===== config.mk =====
export PLATFORM = sky130hd
export DESIGN_NAME = ihex_record_parser
export DESIGN_NICKNAME = d
export VERILOG_FILES = /design/src/rtl/core/ihp_pkg.sv /design/src/rtl/core/ihp_front.sv /design/src/rtl/core/ihp_queue.sv /design/src/rtl/core/ihp_back.sv /design/src/rtl/core/ihex_record_parser.sv
export SDC_FILE = /design/constraint.sdc
export NUM_CORES = 1
export LEC_CHECK = 0
export ABC_AREA = 1
export BUFFER_PORTS_ARGS = -buffer_cell sky130_fd_sc_hd__buf_2
export CAP_MARGIN = 0
export CELL_PAD_IN_SITES_DETAIL_PLACEMENT = 2
export CELL_PAD_IN_SITES_GLOBAL_PLACEMENT = 2
export CORE_MARGIN = 3
export CORE_UTILIZATION = 44
export CTS_BUF_LIST = sky130_fd_sc_hd__clkbuf_8
export CTS_CLUSTER_SIZE = 24
export DETAILED_ROUTE_END_ITERATION = 6
export PLACE_DENSITY = 0.91
export SYNTH_ARGS = -nofsm -noshare
export SYNTH_HDL_FRONTEND = slang
export SYNTH_SLANG_ARGS = --single-unit

===== constraint.sdc =====
create_clock -name clk -period 5.1 [get_ports clk]
set_input_delay 1.275 -clock clk [delete_from_list [all_inputs] [get_ports clk]]
set_output_delay 1.275 -clock clk [all_outputs]
set_load 0.005 [all_outputs]

===== src/rtl/core/ihp_pkg.sv =====
// Shared types, constants and the hex digit decoder of the hex record parser.
package ihp_pkg;

    localparam int QUEUE_DEPTH_DEF = 4;

    typedef enum logic [1:0] {
        KIND_DATA   = 2'd0,
        KIND_OK     = 2'd1,
        KIND_CKERR  = 2'd2,
        KIND_FMTERR = 2'd3
    } result_kind_t;

    typedef struct packed {
        logic [7:0]   record_length;
        logic [15:0]  record_address;
        logic [7:0]   record_type;
        logic [7:0]   byte_index;
        logic [7:0]   data_byte;
        result_kind_t result_kind;
    } result_t;

    typedef struct packed {
        logic empty;
        logic full;
    } q_stat_t;

    typedef struct packed {
        logic       valid;
        logic [3:0] value;
    } hex_digit_t;

    localparam logic [7:0] CHAR_COLON = 8'h3A;

    // Decodes one ASCII character as a hex digit, either case.
    function automatic hex_digit_t hex_decode(input logic [7:0] c);
        hex_digit_t d;
        d.valid = 1'b1;
        d.value = 4'd0;
        if (c inside {[8'h30:8'h39]}) begin
            d.value = 4'(c - 8'h30);
        end
        else if (c inside {[8'h41:8'h46]}) begin
            d.value = 4'(c - 8'h37);
        end
        else if (c inside {[8'h61:8'h66]}) begin
            d.value = 4'(c - 8'h57);
        end
        else begin
            d.valid = 1'b0;
        end
        return d;
    endfunction

endpackage


===== src/rtl/core/ihp_front.sv =====
// Front part: accepts characters, tracks the record phase and forms result items.
module ihp_front (
    input  logic             clk,
    input  logic             rst_n,
    input  logic             s_tvalid,
    output logic             s_tready,
    input  logic [7:0]       s_tdata,
    input  ihp_pkg::q_stat_t q_stat,
    output logic             push,
    output ihp_pkg::result_t push_data
);
    import ihp_pkg::*;

    typedef enum logic [2:0] {
        PH_IDLE = 3'd0,
        PH_LEN  = 3'd1,
        PH_ADDR = 3'd2,
        PH_TYPE = 3'd3,
        PH_DATA = 3'd4,
        PH_CKS  = 3'd5
    } phase_t;

    phase_t      phase_reg, phase_next;
    logic [1:0]  nib_reg, nib_next;
    logic [15:0] partial_reg, partial_next;
    logic [7:0]  sum_reg, sum_next;
    logic [7:0]  len_reg, len_next;
    logic [15:0] addr_reg, addr_next;
    logic [7:0]  type_reg, type_next;
    logic [7:0]  seen_reg, seen_next;

    logic        accept;
    hex_digit_t  digit;
    logic [15:0] pv;
    logic [7:0]  b;
    logic        field_done;

    assign s_tready = !q_stat.full;
    assign accept   = s_tvalid && s_tready;
    assign digit    = hex_decode(s_tdata);
    assign pv       = {partial_reg[11:0], digit.value};
    assign b        = pv[7:0];
    assign field_done = (phase_reg == PH_ADDR) ? (nib_reg == 2'd3) : (nib_reg == 2'd1);

    always_comb
    begin
        phase_next   = phase_reg;
        nib_next     = nib_reg;
        partial_next = partial_reg;
        sum_next     = sum_reg;
        len_next     = len_reg;
        addr_next    = addr_reg;
        type_next    = type_reg;
        seen_next    = seen_reg;
        push         = 1'b0;
        push_data.result_kind    = KIND_FMTERR;
        push_data.data_byte      = 8'd0;
        push_data.byte_index     = 8'd0;
        push_data.record_type    = type_reg;
        push_data.record_address = addr_reg;
        push_data.record_length  = len_reg;

        if (accept) begin
            if (phase_reg == PH_IDLE) begin
                if (s_tdata == CHAR_COLON) begin
                    phase_next   = PH_LEN;
                    nib_next     = 2'd0;
                    partial_next = 16'd0;
                    sum_next     = 8'd0;
                    len_next     = 8'd0;
                    addr_next    = 16'd0;
                    type_next    = 8'd0;
                    seen_next    = 8'd0;
                end
            end
            else if (s_tdata == CHAR_COLON) begin
                // Report the broken record, then start the new one at once.
                push         = 1'b1;
                phase_next   = PH_LEN;
                nib_next     = 2'd0;
                partial_next = 16'd0;
                sum_next     = 8'd0;
                len_next     = 8'd0;
                addr_next    = 16'd0;
                type_next    = 8'd0;
                seen_next    = 8'd0;
            end
            else if (!digit.valid) begin
                push         = 1'b1;
                phase_next   = PH_IDLE;
                nib_next     = 2'd0;
                partial_next = 16'd0;
            end
            else if (!field_done) begin
                nib_next     = nib_reg + 2'd1;
                partial_next = pv;
            end
            else begin
                nib_next     = 2'd0;
                partial_next = 16'd0;
                case (phase_reg)
                    PH_LEN:
                    begin
                        len_next   = b;
                        sum_next   = sum_reg + b;
                        phase_next = PH_ADDR;
                    end
                    PH_ADDR:
                    begin
                        addr_next  = pv;
                        sum_next   = sum_reg + pv[15:8] + b;
                        phase_next = PH_TYPE;
                    end
                    PH_TYPE:
                    begin
                        type_next  = b;
                        sum_next   = sum_reg + b;
                        phase_next = (len_reg == 8'd0) ? PH_CKS : PH_DATA;
                    end
                    PH_DATA:
                    begin
                        push                  = 1'b1;
                        push_data.result_kind = KIND_DATA;
                        push_data.data_byte   = b;
                        push_data.byte_index  = seen_reg;
                        sum_next   = sum_reg + b;
                        seen_next  = seen_reg + 8'd1;
                        phase_next = (seen_reg + 8'd1 == len_reg) ? PH_CKS : PH_DATA;
                    end
                    default:
                    begin
                        push                  = 1'b1;
                        sum_next              = sum_reg + b;
                        push_data.result_kind = (sum_next == 8'd0) ? KIND_OK : KIND_CKERR;
                        phase_next            = PH_IDLE;
                    end
                endcase
            end
        end
    end

    always_ff @(posedge clk or negedge rst_n)
    begin
        if (!rst_n) begin
            phase_reg   <= PH_IDLE;
            nib_reg     <= 2'd0;
            partial_reg <= 16'd0;
            sum_reg     <= 8'd0;
            len_reg     <= 8'd0;
            addr_reg    <= 16'd0;
            type_reg    <= 8'd0;
            seen_reg    <= 8'd0;
        end
        else begin
            phase_reg   <= phase_next;
            nib_reg     <= nib_next;
            partial_reg <= partial_next;
            sum_reg     <= sum_next;
            len_reg     <= len_next;
            addr_reg    <= addr_next;
            type_reg    <= type_next;
            seen_reg    <= seen_next;
        end
    end

endmodule


===== src/rtl/core/ihp_queue.sv =====
// Short result queue between the parser front and the output stage.
module ihp_queue #(
    parameter int DEPTH = ihp_pkg::QUEUE_DEPTH_DEF
) (
    input  logic             clk,
    input  logic             rst_n,
    input  logic             push,
    input  ihp_pkg::result_t push_data,
    input  logic             pop,
    output ihp_pkg::result_t head,
    output ihp_pkg::q_stat_t q_stat
);
    import ihp_pkg::*;

    localparam int PTR_W = (DEPTH > 1) ? $clog2(DEPTH) : 1;
    localparam int CNT_W = $clog2(DEPTH + 1);

    result_t              mem [DEPTH];
    logic [PTR_W-1:0]     wr_reg, wr_next;
    logic [PTR_W-1:0]     rd_reg, rd_next;
    logic [CNT_W-1:0]     cnt_reg, cnt_next;
    logic                 do_push;
    logic                 do_pop;

    assign q_stat.full  = (cnt_reg == CNT_W'(DEPTH));
    assign q_stat.empty = (cnt_reg == '0);
    assign do_push = push && !q_stat.full;
    assign do_pop  = pop && !q_stat.empty;
    assign head    = mem[rd_reg];

    always_comb
    begin
        wr_next  = wr_reg;
        rd_next  = rd_reg;
        cnt_next = cnt_reg;
        if (do_push) begin
            wr_next = (wr_reg == PTR_W'(DEPTH - 1)) ? '0 : wr_reg + PTR_W'(1);
        end
        if (do_pop) begin
            rd_next = (rd_reg == PTR_W'(DEPTH - 1)) ? '0 : rd_reg + PTR_W'(1);
        end
        if (do_push && !do_pop) begin
            cnt_next = cnt_reg + CNT_W'(1);
        end
        else if (do_pop && !do_push) begin
            cnt_next = cnt_reg - CNT_W'(1);
        end
    end

    always_ff @(posedge clk)
    begin
        if (do_push) begin
            mem[wr_reg] <= push_data;
        end
    end

    always_ff @(posedge clk or negedge rst_n)
    begin
        if (!rst_n) begin
            wr_reg  <= '0;
            rd_reg  <= '0;
            cnt_reg <= '0;
        end
        else begin
            wr_reg  <= wr_next;
            rd_reg  <= rd_next;
            cnt_reg <= cnt_next;
        end
    end

endmodule


===== src/rtl/core/ihp_back.sv =====
// Back part: output register that drains the queue onto the master stream.
module ihp_back (
    input  logic             clk,
    input  logic             rst_n,
    input  ihp_pkg::q_stat_t q_stat,
    input  ihp_pkg::result_t head,
    output logic             pop,
    output logic             m_tvalid,
    input  logic             m_tready,
    output logic [47:0]      m_tdata,
    output logic [1:0]       m_tuser
);
    import ihp_pkg::*;

    logic    valid_reg, valid_next;
    result_t out_reg;

    assign pop        = !q_stat.empty && (!valid_reg || m_tready);
    assign valid_next = pop || (valid_reg && !m_tready);

    always_ff @(posedge clk or negedge rst_n)
    begin
        if (!rst_n) begin
            valid_reg <= 1'b0;
        end
        else begin
            valid_reg <= valid_next;
        end
    end

    always_ff @(posedge clk)
    begin
        if (pop) begin
            out_reg <= head;
        end
    end

    assign m_tvalid = valid_reg;
    assign m_tuser  = out_reg.result_kind;
    assign m_tdata  = {out_reg.record_length, out_reg.record_address,
                       out_reg.record_type, out_reg.byte_index, out_reg.data_byte};

endmodule


===== src/rtl/core/ihex_record_parser.sv =====
// Top level of the Intel HEX record parser: front, result queue and output stage.
//
// The slave stream carries one ASCII character per beat in s_tdata. A ':'
// opens a record; length, address, type, data and checksum follow as hex
// digit pairs in either case. The master stream carries one result per beat:
// m_tuser holds the result kind (data byte, record ok, checksum error or
// format error) and m_tdata holds data byte, byte index, record type, record
// address and record length. Characters that produce no result, such as
// line endings between records, are consumed silently.
//
// Throughput is one character per cycle while the result queue is not full;
// the parser step is a nibble decode and an 8-bit add. A result is written
// into the queue when its character is accepted, and from there moves
// into the output register that drives the master side.
//
// Reset puts the parser in its idle phase, waiting for a colon, and empties
// the queue and the output register. When the receiver stalls, results
// collect in the queue; once it is full, s_tready drops for every character,
// including ones that would produce no result, until a beat is taken.
module ihex_record_parser #(
    parameter int QUEUE_DEPTH = ihp_pkg::QUEUE_DEPTH_DEF
) (
    input  logic        clk,
    input  logic        rst_n,
    input  logic        s_tvalid,
    output logic        s_tready,
    input  logic [7:0]  s_tdata,   // [7:0] ascii_char
    output logic        m_tvalid,
    input  logic        m_tready,
    // [7:0] data_byte, [15:8] byte_index, [23:16] record_type,
    // [39:24] record_address, [47:40] record_length
    output logic [47:0] m_tdata,
    output logic [1:0]  m_tuser    // [1:0] result_kind
);
    import ihp_pkg::*;

    q_stat_t q_stat;
    logic    push;
    result_t push_data;
    logic    pop;
    result_t head;

    // The front parses each accepted character and pushes at most one result.
    ihp_front u_front (
        .clk       (clk),
        .rst_n     (rst_n),
        .s_tvalid  (s_tvalid),
        .s_tready  (s_tready),
        .s_tdata   (s_tdata),
        .q_stat    (q_stat),
        .push      (push),
        .push_data (push_data)
    );

    // The queue lets the parser keep running while the receiver stalls.
    ihp_queue #(
        .DEPTH (QUEUE_DEPTH)
    ) u_queue (
        .clk       (clk),
        .rst_n     (rst_n),
        .push      (push),
        .push_data (push_data),
        .pop       (pop),
        .head      (head),
        .q_stat    (q_stat)
    );

    // The back stage presents the head of the queue as a registered beat.
    ihp_back u_back (
        .clk      (clk),
        .rst_n    (rst_n),
        .q_stat   (q_stat),
        .head     (head),
        .pop      (pop),
        .m_tvalid (m_tvalid),
        .m_tready (m_tready),
        .m_tdata  (m_tdata),
        .m_tuser  (m_tuser)
    );

endmodule


Yosys cells after proc, flatten, opt, wreduce, memory -nomap -nowiden:

Memory sizes are Yosys's and may differ from the RTL's. A register that Yosys moved wholly into a read port is not among the register bits.
Index checks and enable logic that the tools add are counted.

* bits in registers: 73
* memory bits (writable): 200
* output and inout bits: 52
* word-level logic and storage cells: 152
* memories kept: 1

* add/sub/neg operators: 12
* magnitude comparators: 6
* equality and inequality tests: 13
* muxes and demuxes: 71
* reduce and logical (&&, ||, !) cells: 37

Memory list
* u_queue.mem: depth 4, width 50, read ports 1, clocked after Yosys merged registers in 1, wr ports 1, RTL line ihp_queue.sv:18 `result_t mem [DEPTH];`

Operators with widths (number)
* 8-bit 2-to-1 mux: 21
* 16-bit 2-to-1 mux: 7
* 18-bit 2-to-1 mux: 5
* 12-bit 2-to-1 mux: 4
* 8-bit adder: 3
* 3-bit 2-to-1 mux: 7
* 5-bit AND reduction: 4
* 8-bit by 7-bit >= comparator with 1-bit output, second input constant: 2
* 8-bit by 7-bit less-or-equal comparator with 1-bit output, second input constant: 2
* 8-bit zero test: 2
* 2-bit 2-to-1 mux: 8
* 1-bit 2-to-1 mux: 14
* 2-bit nonzero test: 7
* 4-bit 2-to-1 mux: 3
* 3-bit one-hot mux with 4 select lines: 1
* 1-bit logical AND: 10
* 8-bit by 1-bit adder with 8-bit output, second input constant: 1
* 8-bit by 6-bit equality test with 1-bit output, second input constant: 1
* 8-bit equality test: 1
* 8-bit by 6-bit >= comparator with 1-bit output, second input constant: 1
* 8-bit by 6-bit less-or-equal comparator with 1-bit output, second input constant: 1
* 4-bit by 3-bit subtractor with 4-bit output, second input constant: 2
* 2-bit by 1-bit adder with 2-bit output, second input constant: 3
* 2-bit equality test, second input constant: 3
* 17 further kinds: 26

Depth between registers and ports, before layout:

* depth in word-level cells: 14
* depth in mapped cells: 25
* depth with buffers taken out: 25

Modules after synthesis:

A second synthesis with hierarchy kept.

* cell total of the unflattened synthesis: 1235
* area, all modules: 14157.3 um^2

Modules (own cells, without submodules)
* ihp_queue: times used 1, cells each 644, area an instance 8325.5 um^2, sequential area each 6180.9 um^2
* ihp_front: times used 1, cells each 536, area an instance 4285.4 um^2, sequential area each 1626.6 um^2
* ihp_back: times used 1, cells each 55, area an instance 1546.5 um^2, sequential area each 1526.5 um^2

Worst setup path after synthesis:

No wires, ideal clock.

* kind: input port to flip-flop
* start: input m_tready
* end: register u_queue.cnt_reg[1]
* setup time: 125 ps
* arrival: 5120 ps
* required time: 4975 ps
* setup slack: -144 ps
* stages on the path: 7
* cell sequence: inv_1 > a21oi_1 > inv_1 > ha_1 > inv_1 > fa_1 > mux2_2

* word-level cells in the longest chain between the ends: 6

RTL lines
* from (decl): RTL line ihex_record_parser.sv:29 `input logic m_tready,`
* 1-bit logical OR: RTL line ihp_back.sv:18 `assign pop = !q_stat.empty && (!valid_reg || m_tready);`
* 1-bit logical AND: RTL line ihp_back.sv:18
* named net pop: RTL line ihex_record_parser.sv:40 `logic pop;`
* 1-bit logical AND: RTL line ihp_queue.sv:28 `assign do_pop = pop && !q_stat.empty;`
* 1-bit zero test: RTL line ihp_queue.sv:42 `if (do_push && !do_pop) begin`
* 1-bit logical AND: RTL line ihp_queue.sv:42
* 3-bit 2-to-1 mux: RTL line ihp_queue.sv:42
* named net u_queue.cnt_next[1]: RTL line ihp_queue.sv:21 `logic [CNT_W-1:0] cnt_reg, cnt_next;`
* to (signal assigned): RTL line ihp_queue.sv:67 `cnt_reg <= cnt_next;`
* to (decl): RTL line ihp_queue.sv:21

The timed path passes the listed nets, and every way through them passes these cells.
A chain may end at the register's enable or synchronous reset.

Final worst setup path:

* start: input s_tdata[0]
* end: register u_front.sum_reg[7]

* word-level cells in the longest chain between the ends: 11

RTL lines
* from (decl): RTL line ihex_record_parser.sv:27 `input logic [7:0] s_tdata,`
* 8-bit by 7-bit >= comparator with 1-bit output / 8-bit by 7-bit less-or-equal comparator with 1-bit output (equally long branches): RTL line ihp_pkg.sv:45 `else if (c inside {[8'h61:8'h66]}) begin`
* 1-bit logical AND: RTL line ihp_pkg.sv:45
* 4-bit 2-to-1 mux: RTL line ihp_pkg.sv:45
* 4-bit 2-to-1 mux: RTL line ihp_pkg.sv:42 `else if (c inside {[8'h41:8'h46]}) begin`
* 4-bit 2-to-1 mux: RTL line ihp_pkg.sv:39 `if (c inside {[8'h30:8'h39]}) begin`
* 8-bit adder, on equally long branches
* 8-bit 2-to-1 mux
* 8-bit 2-to-1 mux: RTL line ihp_front.sv:94 `else if (!field_done) begin`
* 8-bit 2-to-1 mux: RTL line ihp_front.sv:88 `else if (!digit.valid) begin`
* 8-bit 2-to-1 mux: RTL line ihp_front.sv:76 `else if (s_tdata == CHAR_COLON) begin`
* 8-bit 2-to-1 mux: RTL line ihp_front.sv:64 `if (phase_reg == PH_IDLE) begin`
* to (signal assigned): RTL line ihp_front.sv:158 `sum_reg <= sum_next;`
* to (decl): RTL line ihp_front.sv:26 `logic [7:0] sum_reg, sum_next;`

Parallel ways exist; a longest one is shown, timed or not. The select of a mux whose other input is x is not followed.

==> results.sh <==
export IMPL_row_count=63
export IMPL_die_area_um2=32700
export IMPL_fin_nets=1266
export IMPL_grt_overflow=0
export IMPL_cp_data_arrival_time_ns=4.99
export IMPL_drc=0
export IMPL_drt_first_iter_violations=1298
export IMPL_grt_pass1_wl_mm=83.1
export IMPL_detail_route_antenna_nets=0
export IMPL_synth_seq_cells=323
export IMPL_powerDensity_nw_per_um2=568
export IMPL_final_common_cell="edfxtp_1"
export IMPL_worst_ep_required_time_ns=5.58
export IMPL_setup_viol=0
export IMPL_fin_skew_ns=0.0535
export IMPL_core_area_um2=29900
export IMPL_startpoint_type="input pin"
export IMPL_critPathCaptureType="register"
export IMPL_layout_common_cells="edfxtp_1 (250), nand2_1 (180), nor2_1 (139), o21ai_0 (135), inv_1 (90)"
export IMPL_area_delta_synth_final_pct=13.8
export IMPL_start_util_pct=45.1
export IMPL_yosys_top_cells_area="edfxtp_1 (56%), dfrtp_1 (14%), nand2_1 (5.0%)"
export IMPL_drt_wl_total_mm=56.2
export IMPL_power_leakage_nw=5.96
export IMPL_internal_power_mw=5.35
export IMPL_hold_viol=0
export IMPL_cts_sinks=323
export IMPL_grt_max_degree=103
export IMPL_drive_gt1_share_pct=14.0
export IMPL_port_buffers=63
export IMPL_fill_cells=2933
export IMPL_cts_buffers=52
export IMPL_grtUsageTotal_pct=34.3
export IMPL_crit_type="in -> reg"
export IMPL_synth_top_cell_area_share_pct=55.7
export IMPL_ys_seq_area_share_pct=69.3
export IMPL_hold_path_class="reg -> reg"
export IMPL_die_h_um=181
export IMPL_hold_buffers=0
export IMPL_ys_types=37
export IMPL_pwr_share_clk_pct=28.7
export IMPL_worstPathMaxFanout=6
export IMPL_place_gp_congestion=0.855
export IMPL_post_cts_buffers=0
export IMPL_pwr_share_seq_pct=43.6
export IMPL_p_comb_share_pct=27.7
export IMPL_synth_cells=1133
export IMPL_wire_per_inst_um=34.1
export IMPL_dr_pass1_iters=5
export IMPL_syn_nets=1180
export IMPL_die_width_um=181
export IMPL_setup_tns_final_ns=0
export IMPL_avgViaCountPerCell=6.30
export IMPL_grt_pass1_vias=11500
export IMPL_period_minus_slack_ns=4.51
export IMPL_cts_clk_slew_worst_paths_ns=0.06
export IMPL_postSynthAreaPerCell_um2=11.9
export IMPL_outcome="finished clean"
export IMPL_ys_warnings_count=0
export IMPL_num_io_pins=64
export IMPL_antenna_found_initial=1
export IMPL_drv_cap=0
export IMPL_finalCritPeriodShare_pct=88.5
export IMPL_largest_reg_flops=200
export IMPL_clockRootBuffer="clkbuf_8"
export IMPL_worst_pin_slew_ns=1.16
export IMPL_rsz0062_at_grt="no"
export IMPL_clk_latency_ns=0.64
export IMPL_finalMaxSlewViolations=0
export IMPL_irDropWorstVdd_mv=0.288
export IMPL_clockBufferDepth=3
export IMPL_switchingPower_mw=3.36
export IMPL_diodes=0
export IMPL_vias=10400
export IMPL_fmax_ghz=0.222
export IMPL_max_slew_margin_rel_pct=22.8
export IMPL_yosys_area_top_type="edfxtp_1"
export IMPL_hpwl_mm=30.4
export IMPL_power_mw=8.71
export IMPL_swShare_pct=38.5
export IMPL_synth_area_um2=13500
export IMPL_cts_resized=0
export IMPL_cts_tree="yes"
export IMPL_h_tree_depth=2
==> area by class of cell <==
class,instances,area (um2),area share [%]
repair buffers,72,435,2.84
multi-input cells,686,3680,24.0
clock buffers,61,840,5.48
well taps,390,488,3.18
flip-flops and latches,323,9340,60.9
inverters,84,315,2.06
clock inverters,34,229,1.49
==> cells by family after synthesis <==
kind of cell,after synthesis,share of synthesized area [%]
simple gates,410,12.9
xor+xnor,16,1.04
fa+ha+maj,35,3.81
compound gates,223,9.16
flops,323,69.3
mux,2,0.158
buf+inv,124,3.65
==> power groups by stage <==
stage / sequential (mW) / combinational, mW / clock (mW)
global placement: 3.68 / 1.89 / 0
finish: 3.80 / 2.42 / 2.50
CTS: 3.79 / 2.40 / 2.51
global route: 3.82 / 2.56 / 2.63
floorplan: 3.72 / 1.18 / 0
detailed placement: 3.79 / 2.18 / 0
==> final timing paths <==
check	cells after the start	from	slack, ns	endpoint
max	23	s_tdata[0]	0.59	u_front.sum_reg[7]
min	1	u_queue.cnt_reg[2]	0.52	u_queue.cnt_reg[2]
max reg2reg	16	u_front.phase_reg[0]	1.09	u_queue.cnt_reg[2]
min reg2reg	1	u_queue.cnt_reg[2]	0.52	u_queue.cnt_reg[2]
max in group asynchronous	1	rst_n	3.39	u_queue.rd_reg[0]
min in group asynchronous	1	rst_n	0.87	u_back.m_tvalid
==> Yosys cell counts <==
cell type,number
edfxtp_1,250
nand2_1,180
nor2_1,143
o21ai_0,135
inv_1,79
dfrtp_1,73
o22ai_1,63
nand3_1,49
clkbuf_1,32
ha_1,25
nor3_1,15
a21oi_1,10
fa_1,10
xnor2_1,10
nand4_1,8
o21ai_1,6
xor2_1,6
inv_2,5
buf_1,3
buf_4,3
nand2_2,3
nor2_2,3
nor2_4,3
a21o_1,2
a21oi_4,2
a31oi_1,2
buf_6,2
o211ai_1,2
mux2_2,1
mux2i_1,1
nand3_4,1
nand4_4,1
nor3_2,1
nor3_4,1
nor3b_1,1
o21ai_2,1
or2_2,1
==> layer usage <==
metal / share of wire [%] / track usage (%) / wire length, um / vias up
met5: 0.030 / 0 / 17 / -
met4: 5.2 / 15.1 / 2950 / 2
met3: 8.0 / 7.01 / 4510 / 210
met2: 49 / 58.2 / 27600 / 640
met1: 38 / 42.7 / 21200 / 5385
li1: - / - / - / 4157
==> critical path: stages <==
cell,delay [ns]
buf_2,0.11
inv_1,0.09
ha_1,0.20
nand2_1,0.08
nand3_1,0.08
nand2_1,0.16
o21ai_0,0.14
xor2_1,0.24
nand2_1,0.28
fa_1,0.65
inv_1,0.09
ha_1,0.37
nand3_1,0.10
nand3_1,0.11
nand2_1,0.09
nand2_1,0.08
nand2_1,0.07
nand2_1,0.11
nor2_1,0.08
nor2_1,0.21
nand2_1,0.14
nand3_1,0.13
nand2_1,0.06
==> per-stage QoR <==
step	worst slack [ns]	hold WS, ns	cells	util, %	area [um2]
after floorplan	0.124	0.469	1133	-	13500
after global placement	0.751	0.491	1555	47.7	14300
after detailed placement	0.279	0.503	1555	47.7	14300
after CTS	0.629	0.518	1650	51.3	15300
after global routing	0.410	0.554	1650	51.3	15300
final	0.586	0.518	1650	51.3	15300
(Power assumes the default switching activity.)
